`config.mk`:
```
export PLATFORM = sky130hd
export DESIGN_NAME = avc_length_prefixed_to_annexb_core
export DESIGN_NICKNAME = d
export VERILOG_FILES = /design/src/hw/rtl/avcab_pkg.sv /design/src/hw/rtl/avcab_front.sv /design/src/hw/rtl/avcab_cmd_fifo.sv /design/src/hw/rtl/avcab_back.sv /design/src/hw/rtl/avc_length_prefixed_to_annexb_core.sv
export SDC_FILE = /design/constraint.sdc
export NUM_CORES = 1
export LEC_CHECK = 0
export BUFFER_PORTS_ARGS = -buffer_cell sky130_fd_sc_hd__buf_2
export CAP_MARGIN = 20
export CORE_AREA = 2 2 188 116
export DETAILED_ROUTE_END_ITERATION = 12
export DIE_AREA = 0 0 190 118
export RECOVER_POWER = 25
export REMOVE_ABC_BUFFERS = 1
export SLEW_MARGIN = 5
export SYNTH_ARGS = -nofsm -noshare
export SYNTH_HDL_FRONTEND = slang
export SYNTH_SLANG_ARGS = --single-unit
```
`constraint.sdc`:
```
create_clock -name clk -period 4.22 [get_ports clk]
set_input_delay 0.844 -clock clk [delete_from_list [all_inputs] [get_ports clk]]
set_output_delay 0.844 -clock clk [all_outputs]
set_load 0.01 [all_outputs]
```
`src/hw/rtl/avcab_pkg.sv`:
```
package avcab_pkg;

  // start code: (START_CODE_BYTES-1) zero bytes, then 0x01
  localparam int START_CODE_BYTES = 4;
  localparam int SC_IDX_W = (START_CODE_BYTES > 1) ? $clog2(START_CODE_BYTES) : 1;

  localparam int CMDQ_DEPTH = 4;
  localparam int CMDQ_PTR_W = $clog2(CMDQ_DEPTH);
  localparam int CMDQ_CNT_W = $clog2(CMDQ_DEPTH + 1);

  localparam int LFB_W = 3;
  localparam logic [LFB_W-1:0] LFB_RESET = 3'd4;
  localparam logic [LFB_W-1:0] LFB_MIN   = 3'd1;
  localparam logic [LFB_W-1:0] LFB_MAX   = 3'd4;

  // configuration register byte addresses
  localparam int CFG_ADDR_W = 3;
  localparam logic [CFG_ADDR_W-1:0] ADDR_LENGTH_FIELD_BYTES = 3'd0;

  typedef enum logic [1:0] {
    ST_OK        = 2'd0,
    ST_ZERO_LEN  = 2'd1,
    ST_TRUNC_LEN = 2'd2,
    ST_TRUNC_PAY = 2'd3
  } status_t;

  typedef enum logic [1:0] {
    CMD_BYTE   = 2'd0,  // pass one payload byte
    CMD_START  = 2'd1,  // expand into a start code
    CMD_STATUS = 2'd2   // status-only word closing the unit
  } cmd_kind_t;

  typedef struct packed {
    cmd_kind_t  kind;
    logic [7:0] data;
    logic       unit_end;
    status_t    status;
  } cmd_t;

endpackage

```
`src/hw/rtl/avcab_front.sv`:
```
module avcab_front (
  input  logic                           clk,
  input  logic                           rst,
  input  logic                           accept,
  input  logic [7:0]                     data_byte,
  input  logic                           unit_last,
  input  logic [avcab_pkg::LFB_W-1:0]    length_field_bytes,
  output logic                           cmd_valid,
  output avcab_pkg::cmd_t                cmd
);

  typedef enum logic [1:0] {
    PH_LEN  = 2'd0,
    PH_PAY  = 2'd1,
    PH_DISC = 2'd2
  } phase_t;

  phase_t                       phase, phase_next;
  logic [31:0]                  acc, acc_next;
  logic [2:0]                   seen, seen_next;
  logic [31:0]                  rem, rem_next;
  avcab_pkg::status_t           err, err_next;

  logic [avcab_pkg::LFB_W-1:0]  lfb;
  logic [31:0]                  acc_shift;
  logic [2:0]                   seen_inc;
  logic [31:0]                  rem_dec;

  always_comb begin
    if (length_field_bytes < avcab_pkg::LFB_MIN) begin
      lfb = avcab_pkg::LFB_MIN;
    end else if (length_field_bytes > avcab_pkg::LFB_MAX) begin
      lfb = avcab_pkg::LFB_MAX;
    end else begin
      lfb = length_field_bytes;
    end
  end

  assign acc_shift = {acc[23:0], data_byte};
  assign seen_inc  = seen + 3'd1;
  assign rem_dec   = rem - 32'd1;

  always_comb begin
    phase_next   = phase;
    acc_next     = acc;
    seen_next    = seen;
    rem_next     = rem;
    err_next     = err;
    cmd_valid    = 1'b0;
    cmd.kind     = avcab_pkg::CMD_STATUS;
    cmd.data     = data_byte;
    cmd.unit_end = 1'b1;
    cmd.status   = avcab_pkg::ST_OK;

    unique case (phase)
      PH_LEN: begin
        if (seen_inc >= lfb) begin
          if (acc_shift == 32'd0) begin
            err_next   = avcab_pkg::ST_ZERO_LEN;
            phase_next = PH_DISC;
            cmd_valid  = unit_last;
            cmd.status = avcab_pkg::ST_ZERO_LEN;
          end else if (unit_last) begin
            cmd_valid  = 1'b1;
            cmd.status = avcab_pkg::ST_TRUNC_PAY;
          end else begin
            cmd_valid    = 1'b1;
            cmd.kind     = avcab_pkg::CMD_START;
            cmd.unit_end = 1'b0;
            rem_next     = acc_shift;
            acc_next     = 32'd0;
            seen_next    = 3'd0;
            phase_next   = PH_PAY;
          end
        end else begin
          acc_next   = acc_shift;
          seen_next  = seen_inc;
          cmd_valid  = unit_last;
          cmd.status = avcab_pkg::ST_TRUNC_LEN;
        end
      end
      PH_PAY: begin
        rem_next     = rem_dec;
        cmd_valid    = 1'b1;
        cmd.kind     = avcab_pkg::CMD_BYTE;
        cmd.unit_end = unit_last;
        if (unit_last && rem_dec != 32'd0) begin
          cmd.status = avcab_pkg::ST_TRUNC_PAY;
        end
        if (rem_dec == 32'd0) begin
          phase_next = PH_LEN;
        end
      end
      PH_DISC: begin
        cmd_valid  = unit_last;
        cmd.status = err;
      end
      default: begin
        phase_next = PH_LEN;
      end
    endcase

    // end of access unit: back to a clean state
    if (unit_last) begin
      phase_next = PH_LEN;
      acc_next   = 32'd0;
      seen_next  = 3'd0;
      rem_next   = 32'd0;
      err_next   = avcab_pkg::ST_OK;
    end
  end

  always_ff @(posedge clk) begin
    if (rst) begin
      phase <= PH_LEN;
      acc   <= 32'd0;
      seen  <= 3'd0;
      rem   <= 32'd0;
      err   <= avcab_pkg::ST_OK;
    end else if (accept) begin
      phase <= phase_next;
      acc   <= acc_next;
      seen  <= seen_next;
      rem   <= rem_next;
      err   <= err_next;
    end
  end

  // payload phase always has bytes left to pass
  a_pay_nonzero: assert property (@(posedge clk) disable iff (rst)
    (phase == PH_PAY) |-> (rem != 32'd0))
    else $error("payload phase with zero remaining");

  // discarding only follows a zero length
  a_disc_err: assert property (@(posedge clk) disable iff (rst)
    (phase == PH_DISC) |-> (err == avcab_pkg::ST_ZERO_LEN))
    else $error("discard phase without error code");

endmodule

```
`src/hw/rtl/avcab_cmd_fifo.sv`:
```
module avcab_cmd_fifo (
  input  logic             clk,
  input  logic             rst,
  input  logic             wr_en,
  input  avcab_pkg::cmd_t  wr_cmd,
  output logic             full,
  input  logic             rd_en,
  output logic             not_empty,
  output avcab_pkg::cmd_t  rd_cmd
);

  avcab_pkg::cmd_t                    mem [avcab_pkg::CMDQ_DEPTH];
  logic [avcab_pkg::CMDQ_PTR_W-1:0]   wr_ptr, rd_ptr;
  logic [avcab_pkg::CMDQ_CNT_W-1:0]   count;

  assign full      = (count == avcab_pkg::CMDQ_CNT_W'(avcab_pkg::CMDQ_DEPTH));
  assign not_empty = (count != '0);
  assign rd_cmd    = mem[rd_ptr];

  always_ff @(posedge clk) begin
    if (wr_en) begin
      mem[wr_ptr] <= wr_cmd;
    end
  end

  always_ff @(posedge clk) begin
    if (rst) begin
      wr_ptr <= '0;
      rd_ptr <= '0;
      count  <= '0;
    end else begin
      if (wr_en) begin
        wr_ptr <= wr_ptr + 1'b1;
      end
      if (rd_en) begin
        rd_ptr <= rd_ptr + 1'b1;
      end
      unique case ({wr_en, rd_en})
        2'b10:   count <= count + 1'b1;
        2'b01:   count <= count - 1'b1;
        default: count <= count;
      endcase
    end
  end

  a_no_underflow: assert property (@(posedge clk) disable iff (rst)
    rd_en |-> not_empty)
    else $error("command queue read while empty");

  a_no_overflow: assert property (@(posedge clk) disable iff (rst)
    wr_en |-> !full)
    else $error("command queue written while full");

endmodule

```
`src/hw/rtl/avcab_back.sv`:
```
module avcab_back (
  input  logic             clk,
  input  logic             rst,
  input  logic             cmd_avail,
  input  avcab_pkg::cmd_t  cmd,
  output logic             cmd_take,
  input  logic             pop,
  output logic             empty,
  output logic [7:0]       out_byte,
  output logic             byte_valid,
  output logic             run_last,
  output logic             unit_end,
  output logic [1:0]       status
);

  localparam logic [avcab_pkg::SC_IDX_W-1:0] SC_LAST =
    avcab_pkg::SC_IDX_W'(avcab_pkg::START_CODE_BYTES - 1);

  logic                            out_valid;
  logic [avcab_pkg::SC_IDX_W-1:0]  sc_idx;
  logic                            advance;
  logic                            load;
  logic                            sc_done;

  assign empty   = !out_valid;
  assign advance = !out_valid || pop;
  assign load    = advance && cmd_avail;
  assign sc_done = (sc_idx == SC_LAST);
  assign cmd_take = load && ((cmd.kind != avcab_pkg::CMD_START) || sc_done);

  always_ff @(posedge clk) begin
    if (rst) begin
      out_valid <= 1'b0;
      sc_idx    <= '0;
    end else if (advance) begin
      out_valid <= cmd_avail;
      if (load && cmd.kind == avcab_pkg::CMD_START) begin
        sc_idx <= sc_done ? '0 : sc_idx + 1'b1;
      end
    end
  end

  always_ff @(posedge clk) begin
    if (load) begin
      unique case (cmd.kind)
        avcab_pkg::CMD_START: begin
          out_byte   <= sc_done ? 8'h01 : 8'h00;
          byte_valid <= 1'b1;
          run_last   <= sc_done;
          unit_end   <= 1'b0;
          status     <= 2'(avcab_pkg::ST_OK);
        end
        avcab_pkg::CMD_BYTE: begin
          out_byte   <= cmd.data;
          byte_valid <= 1'b1;
          run_last   <= 1'b1;
          unit_end   <= cmd.unit_end;
          status     <= 2'(cmd.status);
        end
        default: begin
          out_byte   <= 8'h00;
          byte_valid <= 1'b0;
          run_last   <= 1'b1;
          unit_end   <= 1'b1;
          status     <= 2'(cmd.status);
        end
      endcase
    end
  end

  // mid start code the head command must stay a start command
  a_sc_head: assert property (@(posedge clk) disable iff (rst)
    (sc_idx != '0) |-> (cmd_avail && cmd.kind == avcab_pkg::CMD_START))
    else $error("start code counter running without start command");

endmodule

```
`src/hw/rtl/avc_length_prefixed_to_annexb_core.sv`:
```
// Channel   Dir  Handshake            Word
// -------   ---  -------------------  --------------------------------------------
// input     in   push / full          data_byte, unit_last
// result    out  pop / empty          out_byte, byte_valid, run_last, unit_end, status
// config    in   APB psel/penable     length_field_bytes at byte address 0
//
// One input word per cycle unless full; payload bytes are queued, then loaded as results.
// A non-zero length field yields a 4-word start code, drained one word per cycle by
// the back end unless held; a 4-entry command queue absorbs it, then full pushes back.
// Words that cause no result (length bytes, discarded bytes) only update state.
// rst is synchronous, active high: queue empty, unit state cleared, register = 4.
// The result register holds while empty is low and pop is low.
module avc_length_prefixed_to_annexb_core (
  input  logic                                 clk,
  input  logic                                 rst,
  // input queue side
  input  logic                                 push,
  output logic                                 full,
  input  logic [7:0]                           data_byte,
  input  logic                                 unit_last,
  // result queue side
  input  logic                                 pop,
  output logic                                 empty,
  output logic [7:0]                           out_byte,
  output logic                                 byte_valid,
  output logic                                 run_last,
  output logic                                 unit_end,
  output logic [1:0]                           status,
  // configuration
  input  logic                                 psel,
  input  logic                                 penable,
  input  logic                                 pwrite,
  input  logic [avcab_pkg::CFG_ADDR_W-1:0]     paddr,
  input  logic [31:0]                          pwdata,
  output logic [31:0]                          prdata,
  output logic                                 pready
);

  logic [avcab_pkg::LFB_W-1:0] length_field_bytes;
  logic                        in_accept;
  logic                        cmd_valid;
  avcab_pkg::cmd_t             front_cmd;
  logic                        q_not_empty;
  avcab_pkg::cmd_t             q_cmd;
  logic                        q_take;

  // --- configuration register ---
  assign pready = 1'b1;

  always_ff @(posedge clk) begin
    if (rst) begin
      length_field_bytes <= avcab_pkg::LFB_RESET;
    end else if (psel && penable && pwrite && paddr == avcab_pkg::ADDR_LENGTH_FIELD_BYTES) begin
      length_field_bytes <= pwdata[avcab_pkg::LFB_W-1:0];
    end
  end

  always_comb begin
    prdata = '0;
    if (paddr == avcab_pkg::ADDR_LENGTH_FIELD_BYTES) begin
      prdata = 32'(length_field_bytes);
    end
  end

  // --- front: parse length fields, classify each input word ---
  assign in_accept = push && !full;

  avcab_front u_front (
    .clk                (clk),
    .rst                (rst),
    .accept             (in_accept),
    .data_byte          (data_byte),
    .unit_last          (unit_last),
    .length_field_bytes (length_field_bytes),
    .cmd_valid          (cmd_valid),
    .cmd                (front_cmd)
  );

  // --- command queue between front and back ---
  avcab_cmd_fifo u_cmd_fifo (
    .clk       (clk),
    .rst       (rst),
    .wr_en     (in_accept && cmd_valid),
    .wr_cmd    (front_cmd),
    .full      (full),
    .rd_en     (q_take),
    .not_empty (q_not_empty),
    .rd_cmd    (q_cmd)
  );

  // --- back: expand start codes, hold the result register ---
  avcab_back u_back (
    .clk        (clk),
    .rst        (rst),
    .cmd_avail  (q_not_empty),
    .cmd        (q_cmd),
    .cmd_take   (q_take),
    .pop        (pop),
    .empty      (empty),
    .out_byte   (out_byte),
    .byte_valid (byte_valid),
    .run_last   (run_last),
    .unit_end   (unit_end),
    .status     (status)
  );

endmodule
```
# Yosys cells after proc, flatten, opt, wreduce, memory -nomap -nowiden

Memory sizes are Yosys's and may differ from the RTL's. A register that Yosys moved wholly into a read port is not among the register bits.
Index checks and enable logic that the tools add are counted.
W data, S select, Z words.

Output and inout bits: 48
Input bits: 51
Word-level logic and storage cells: 121
Register bits after elaboration: 89
Bits in writable memories: 52
Memories: 1

Muxes and demuxes: 50
Reductions and logical operators: 31
Magnitude comparators: 3
Eq/ne operators: 13
$add $sub $neg: 7

Memories:

| name           | depth | bits a word | rd ports | clocked after memory_dff | write ports | line                 | text |
|---|---|---|---|---|---|---|---|
| u_cmd_fifo.mem | 4     | 13          | 1        | 1                        | 1           | avcab_cmd_fifo.sv:12 | `avcab_pkg::cmd_t mem [avcab_pkg::CMDQ_DEPTH];` |

Operator list:

| kind                    | number |
|---|---|
| $mux W24                | 4 |
| $mux W32                | 3 |
| $logic_not A32 Y1       | 2 |
| $pmux W32 S2            | 1 |
| $mux W2                 | 18 |
| $reduce_bool A32 Y1     | 1 |
| $sub A32 B1 Y32 const B | 1 |
| $mux W3                 | 7 |
| $pmux W8 S2             | 1 |
| $pmux W2 S3             | 2 |
| $reduce_and A4 Y1       | 3 |
| $logic_and A1 B1 Y1     | 9 |
| $mux W1                 | 9 |
| $reduce_bool A2 Y1      | 4 |
| $add A2 B1 Y2 const B   | 3 |
| $add A3 B1 Y3 const B   | 2 |
| $eq A2 B1 Y1 const B    | 3 |
| $eq A2 B2 Y1 const B    | 3 |
| $ne A3 B2 Y1 const B    | 2 |
| $ne A3 B3 Y1 const B    | 2 |
| $pmux W3 S2             | 1 |
| $reduce_bool A3 Y1      | 2 |
| $logic_not A2 Y1        | 2 |
| $pmux W1 S2             | 2 |
| 15 further kinds        | 17 |

# Logic depth before layout (Yosys ltp)

Word-level depth: 9
Gate-level depth with buffers: 17
Depth with buffers taken out: 16

# Modules after synthesis

A second synthesis with hierarchy kept.

Cell total of the unflattened synthesis: 742
Area total of the unflattened synthesis: 7307.0 um^2

Modules (own cells, without submodules):

| module                             | area each (um^2) | cells an instance | sequential area each (um^2) | times used |
|---|---|---|---|---|
| avcab_front                        | 3905.0           | 532               | 1241.2                      | 1 |
| avcab_cmd_fifo                     | 2308.5           | 110               | 1741.7                      | 1 |
| avcab_back                         | 678.2            | 48                | 450.4                       | 1 |
| avc_length_prefixed_to_annexb_core | 415.4            | 52                | 60.1                        | 1 |

# Least setup slack after synthesis

No wires, ideal clock.

Path type: input-to-reg
From: input data_byte[0]
To: register u_cmd_fifo.count[2] in the netlist's numbering
Stages: 15
Setup time: 70 ps
Buffers on the path: 2
Setup slack: 753 ps
Required time: 4150 ps
Arrival time: 3397 ps
Cells stage by stage: nor4_1 -> nand4_1 -> or2_2 -> clkbuf_1 -> a21oi_1 -> o21a_1 -> buf_2 -> a211oi_1 -> inv_1 -> ha_1 -> inv_1 -> fa_1 -> xor2_1 -> or3_1 -> a21oi_1

Longest elaborated chain between the ends: 7
Elaborated cells on any way between the ends: 9
Those cells by class: eq/ne: 2; mux: 4; reduce/logical: 3

Ends and longest elaborated chain:

| item                                              | line                                     | text |
|---|---|---|
| from (decl)                                       | avc_length_prefixed_to_annexb_core.sv:19 | `input logic [7:0] data_byte,` |
| $logic_not A32 Y1 (*)                             | avcab_front.sv:58                        | `if (acc_shift == 32'd0) begin` |
| $mux W1 (*)                                       | avcab_front.sv:58                        |  |
| $mux W1 (*)                                       | avcab_front.sv:57                        | `if (seen_inc >= lfb) begin` |
| $pmux W1 S3 (*)                                   | avcab_front.sv:55                        | `unique case (phase)` |
| $logic_and A1 B1 Y1 (*)                           | avc_length_prefixed_to_annexb_core.sv:83 | `.wr_en (in_accept && cmd_valid),` |
| $eq A2 B1 Y1 or $eq A2 B2 Y1 (tied branches)      | avcab_cmd_fifo.sv:38                     | `unique case ({wr_en, rd_en})` |
| $pmux W3 S2 or $reduce_bool A2 Y1 (tied branches) | -                                        |  |
| to (signal assigned)                              | avcab_cmd_fifo.sv:39                     | `2'b10: count <= count + 1'b1;` |
| to (signal assigned)                              | avcab_cmd_fifo.sv:40                     | `2'b01: count <= count - 1'b1;` |
| to (signal assigned)                              | avcab_cmd_fifo.sv:41                     | `default: count <= count;` |
| to (decl)                                         | avcab_cmd_fifo.sv:14                     | `logic [avcab_pkg::CMDQ_CNT_W-1:0] count;` |

Every way passes the cells marked *; elsewhere a longest branch is shown, timed or not.
A chain may end at the register's enable or synchronous reset.

==> flow_summary_export.csv <==
group,metric,value,unit
run_status,result_of_the_run,"complete, but fails checks",
run_status,violations,"capacitance limit, slew limit",
setup_path,crit_path_top_delay_cell,"sky130_fd_sc_hd__clkbuf_1",
synth,yosysMostFrequentCell,"sky130_fd_sc_hd__dfxtp_1",
sta,max_freq,293,MHz
synth,synth_sequential_area_ratio,49.0,%
sta,hold-worst-slack,455,ps
die,initial_core_utilization,34.5,%
drt,avgRoutedWirePerCell,18.7,um
setup_path,reg2regPathDepth,7,
clock_network,cts_inserted_buffers,17,
clock_network,cts_max_path_buffers,2,
die,core,0.0207,mm2
clock_network,post_cts_resize_count,0,
setup_path,r2r_end,"u_cmd_fifo.mem[0][0]",
grt,grt_start_max_net_pins,61,
drt,num_vias,5711,
drt,antenna_viol_nets_final,0,
hold_path,worst_hold_path_type,"reg -> reg",
die,dieWidth,190,um
drt,drt-vias-per-instance,5.42,
synth,commonest_cells_post_synth,"sky130_fd_sc_hd__dfxtp_1 (77), sky130_fd_sc_hd__a21oi_1 (68), sky130_fd_sc_hd__edfxtp_1 (65)",
final_layout,fraction_of_final_layout_cells_sized_beyond_drive_strength_1,13.0,%
power_and_ir_drop,total_power_after_layout,0.00415,W
clock_network,insertion_delay,430,ps
sta,totalNegativeSetupSlack,0,ps
synth,synthFlopType,"sky130_fd_sc_hd__dfxtp_1",
sta,setup_repair_after_global_routing_missed_its_margin,"false",
setup_path,end_kind,"flop",
drt,firstDrtPassIters,6,
final_layout,syn_to_final_growth,13.9,%
synth,synth-async-reset-ratio,0,%
grt,grt_first_pass_wirelength,30400,um
setup_path,critPathLaunchType,"primary input",
clock_network,cts_hold_repair.buffers,0,
setup_path,reg2reg_slack,820,ps
power_and_ir_drop,static_power_due_to_leakage,2.82,nW
power_and_ir_drop,max-vdd-ir-drop,0.000285,V
final_layout,ant_cells,0,
grt,number_of_antenna_violations_at_the_first_check_in_global_routing,0,
clock_network,cts.root.buffer_cell,"sky130_fd_sc_hd__clkbuf_16",
synth,count_of_flip_flops_with_a_built_in_enable_after_synthesis,65,
setup_path,cp_max_fo,58,
sta,post-route-period-util,81.0,%
die,placement_rows,41,
placed_design,portbufs,39,
clock_network,cts_tree,"yes",
synth,synth_largest_type_area_fraction,27.4,%
synth,synth_warnings,0,
clock_network,clock_sink_count,142,
placed_design,dp_worst_setup_slack,591,ps
drt,post-route-drc-count,0,
sta,worst_slew_margin_relative_to_its_limit,-91.0,%
die,die_area,0.0224,mm2
placed_design,place.gp.congestion,0.873,
clock_network,clock_tree.htree_level_count,4,
synth,yosys.area.top_type,"sky130_fd_sc_hd__edfxtp_1",
setup_path,critical_path_class,"in -> reg",
power_and_ir_drop,power-per-cell-area,512,mW/mm2
hold_path,timing.hold.worst.start,"u_front.seen[1]",
sta,finalHoldViolations,0,
synth,synthDistinctLibCells,56,
setup_path,cpPeakStageDelay,2010,ps
hold_path,hold-path-endpoint,"u_front.seen[1]",
synth,main_area_contributors_after_synthesis,"sky130_fd_sc_hd__edfxtp_1 (27%), sky130_fd_sc_hd__dfxtp_1 (22%), sky130_fd_sc_hd__a21oi_1 (4.8%)",
clock_network,clk_pin_slew,60,ps
drt,detail_route.wirelength,19700,um
sta,finalSetupViolCount,0,
synth,synth.avg_cell_area,9.69,um2
setup_path,critPathRequiredTime,4510,ps
final_layout,finish.utilization,39.3,%
sta,layout_setup_ws,804,ps
drt,detail_route.iter0.violations,691,
final_layout,fill_count,2041,
final_layout,final_nets,825,
setup_path,crit_arrival,3710,ps
synth,synth.ff_latch_count,142,
run,maxCapViolations,1,
clock_network,postCtsSetupBuffers,0,
setup_path,path_cells,"buf_2 -> clkbuf_1 -> nor2_1 -> nand4_1 -> o21ai_0",
setup_path,timing.rr.start,"u_front.rem[8]",
sta,timing.clock.skew,12.6,ps
hold_path,holdPathStages,2,
grt,global_route.overflow_total,0,
die,fp.dieH,118,um
placed_design,place_hpwl,13500,um
sta,final_period_minus_worst_setup_slack,3420,ps
sta,maxSlewViolCount,59,
synth,mappedNetlistArea,0.00713,mm2
synth,synthesis.instances,735,
sta,max_slew.worst_pin.slew,2860,ps
die,top_level_ports,99,
grt,vias_in_the_first_global_route,5209,
grt,grt.total_usage,17.9,%
## cell usage in the layout (no fill, tap or decap), types with 8 or more instances in the layout
master / instances
sky130_fd_sc_hd__dfxtp_1: 77
sky130_fd_sc_hd__a21oi_1: 67
sky130_fd_sc_hd__edfxtp_1: 65
sky130_fd_sc_hd__nand2_1: 59
sky130_fd_sc_hd__nor2_1: 50
sky130_fd_sc_hd__o21ai_0: 44
sky130_fd_sc_hd__conb_1: 30
sky130_fd_sc_hd__nand3_1: 29
sky130_fd_sc_hd__nor4_1: 26
sky130_fd_sc_hd__buf_2: 26
sky130_fd_sc_hd__nor3_1: 24
sky130_fd_sc_hd__inv_1: 22
sky130_fd_sc_hd__nand4_1: 21
sky130_fd_sc_hd__buf_4: 18
sky130_fd_sc_hd__clkbuf_16: 17
sky130_fd_sc_hd__clkbuf_1: 14
sky130_fd_sc_hd__xnor2_1: 13
sky130_fd_sc_hd__mux4_2: 13
sky130_fd_sc_hd__and2_1: 13
sky130_fd_sc_hd__o311ai_0: 12
sky130_fd_sc_hd__ha_1: 12
sky130_fd_sc_hd__xor2_1: 10
sky130_fd_sc_hd__mux2i_1: 8
sky130_fd_sc_hd__nor2b_1: 8
## state kept, by name, indices dropped and copies added, names as in the netlist, named ones only
name and cells:
u_front.acc 24, u_cmd_fifo.count 3, u_back.sc_idx 2, length_field_bytes 3
u_front.err 1, u_front.rem 32, u_cmd_fifo.mem 52, u_cmd_fifo.wr_ptr 2
u_back.out_valid 1, u_back.out_byte 8, u_back.run_last 1, u_back.unit_end 1
u_back.status 2, u_front.seen 3, u_cmd_fifo.rd_ptr 2, u_back.byte_valid 1
u_front.phase 2
## area by class of cell
class	instances	area [um2]	share of cell area, %
Sequential cell	142	3490	43.0
Tap cell	279	349	4.30
Timing Repair Buffer	58	318	3.91
Multi-Input combinational cell	520	3240	40.0
Clock buffer	17	425	5.24
Clock inverter	15	206	2.54
Inverter	22	82.6	1.02
## worst max-delay path: cells and delay by family
family                 cells  cell delay [ps]
AO/OA/AOI/OAI              1              100
buffers and inverters      2             2090
AND/OR/NAND/NOR            2              640
## logic make-up after synthesis
kind of cell / count (synthesis) / share of synthesized area [%]
adders and majority gates: 13 / 2.39
xor gates and xnor gates: 23 / 2.83
buffers and inverters: 101 / 6.97
other: 2 / 0.105
DFF: 142 / 49.0
and+or+nand+nor: 270 / 19.8
AOI/OAI and AO/OA: 161 / 13.3
muxes: 23 / 5.55
## per-stage QoR
step / instance area, um2 / cells
6_report: 8120 / 1053
5_1_grt: 8120 / 1053
3_5_place_dp: 7510 / 1021
2_1_floorplan: 6820 / 684
3_3_place_gp: 7510 / 1021
4_1_cts: 8140 / 1053
## worst max path at each step
stage / startpoint / slack, ps / end / depth (start not counted)
detailed placement: data_byte[0] / 590 / u_cmd_fifo.count[2] / 14
global route: rst / 510 / u_front.rem[13] / 5
global placement: data_byte[0] / 650 / u_cmd_fifo.count[2] / 14
finish: rst / 800 / u_front.rem[25] / 5
floorplan: data_byte[0] / 530 / u_cmd_fifo.count[2] / 13
CTS: u_front.rem[8] / 890 / u_cmd_fifo.mem[0][0] / 7
## power breakdown
part,internal [W],leakage [nW],switching (W)
combinational,0.000323,1.31,0.000565
clock,0.000999,0.307,0.000622
sequential,0.00158,1.20,0.0000625
total,0.00290,2.82,0.00125
## per-layer routing
layer	track usage (%)	wire length, um	up-vias
met3	6.62	2300	9
li1	-	-	2700
met1	29.4	10100	2728
met2	21.1	7130	274
met4	3.34	90	0
met5	0	0	-
Note: power is estimated with default switching activity, not from simulation.
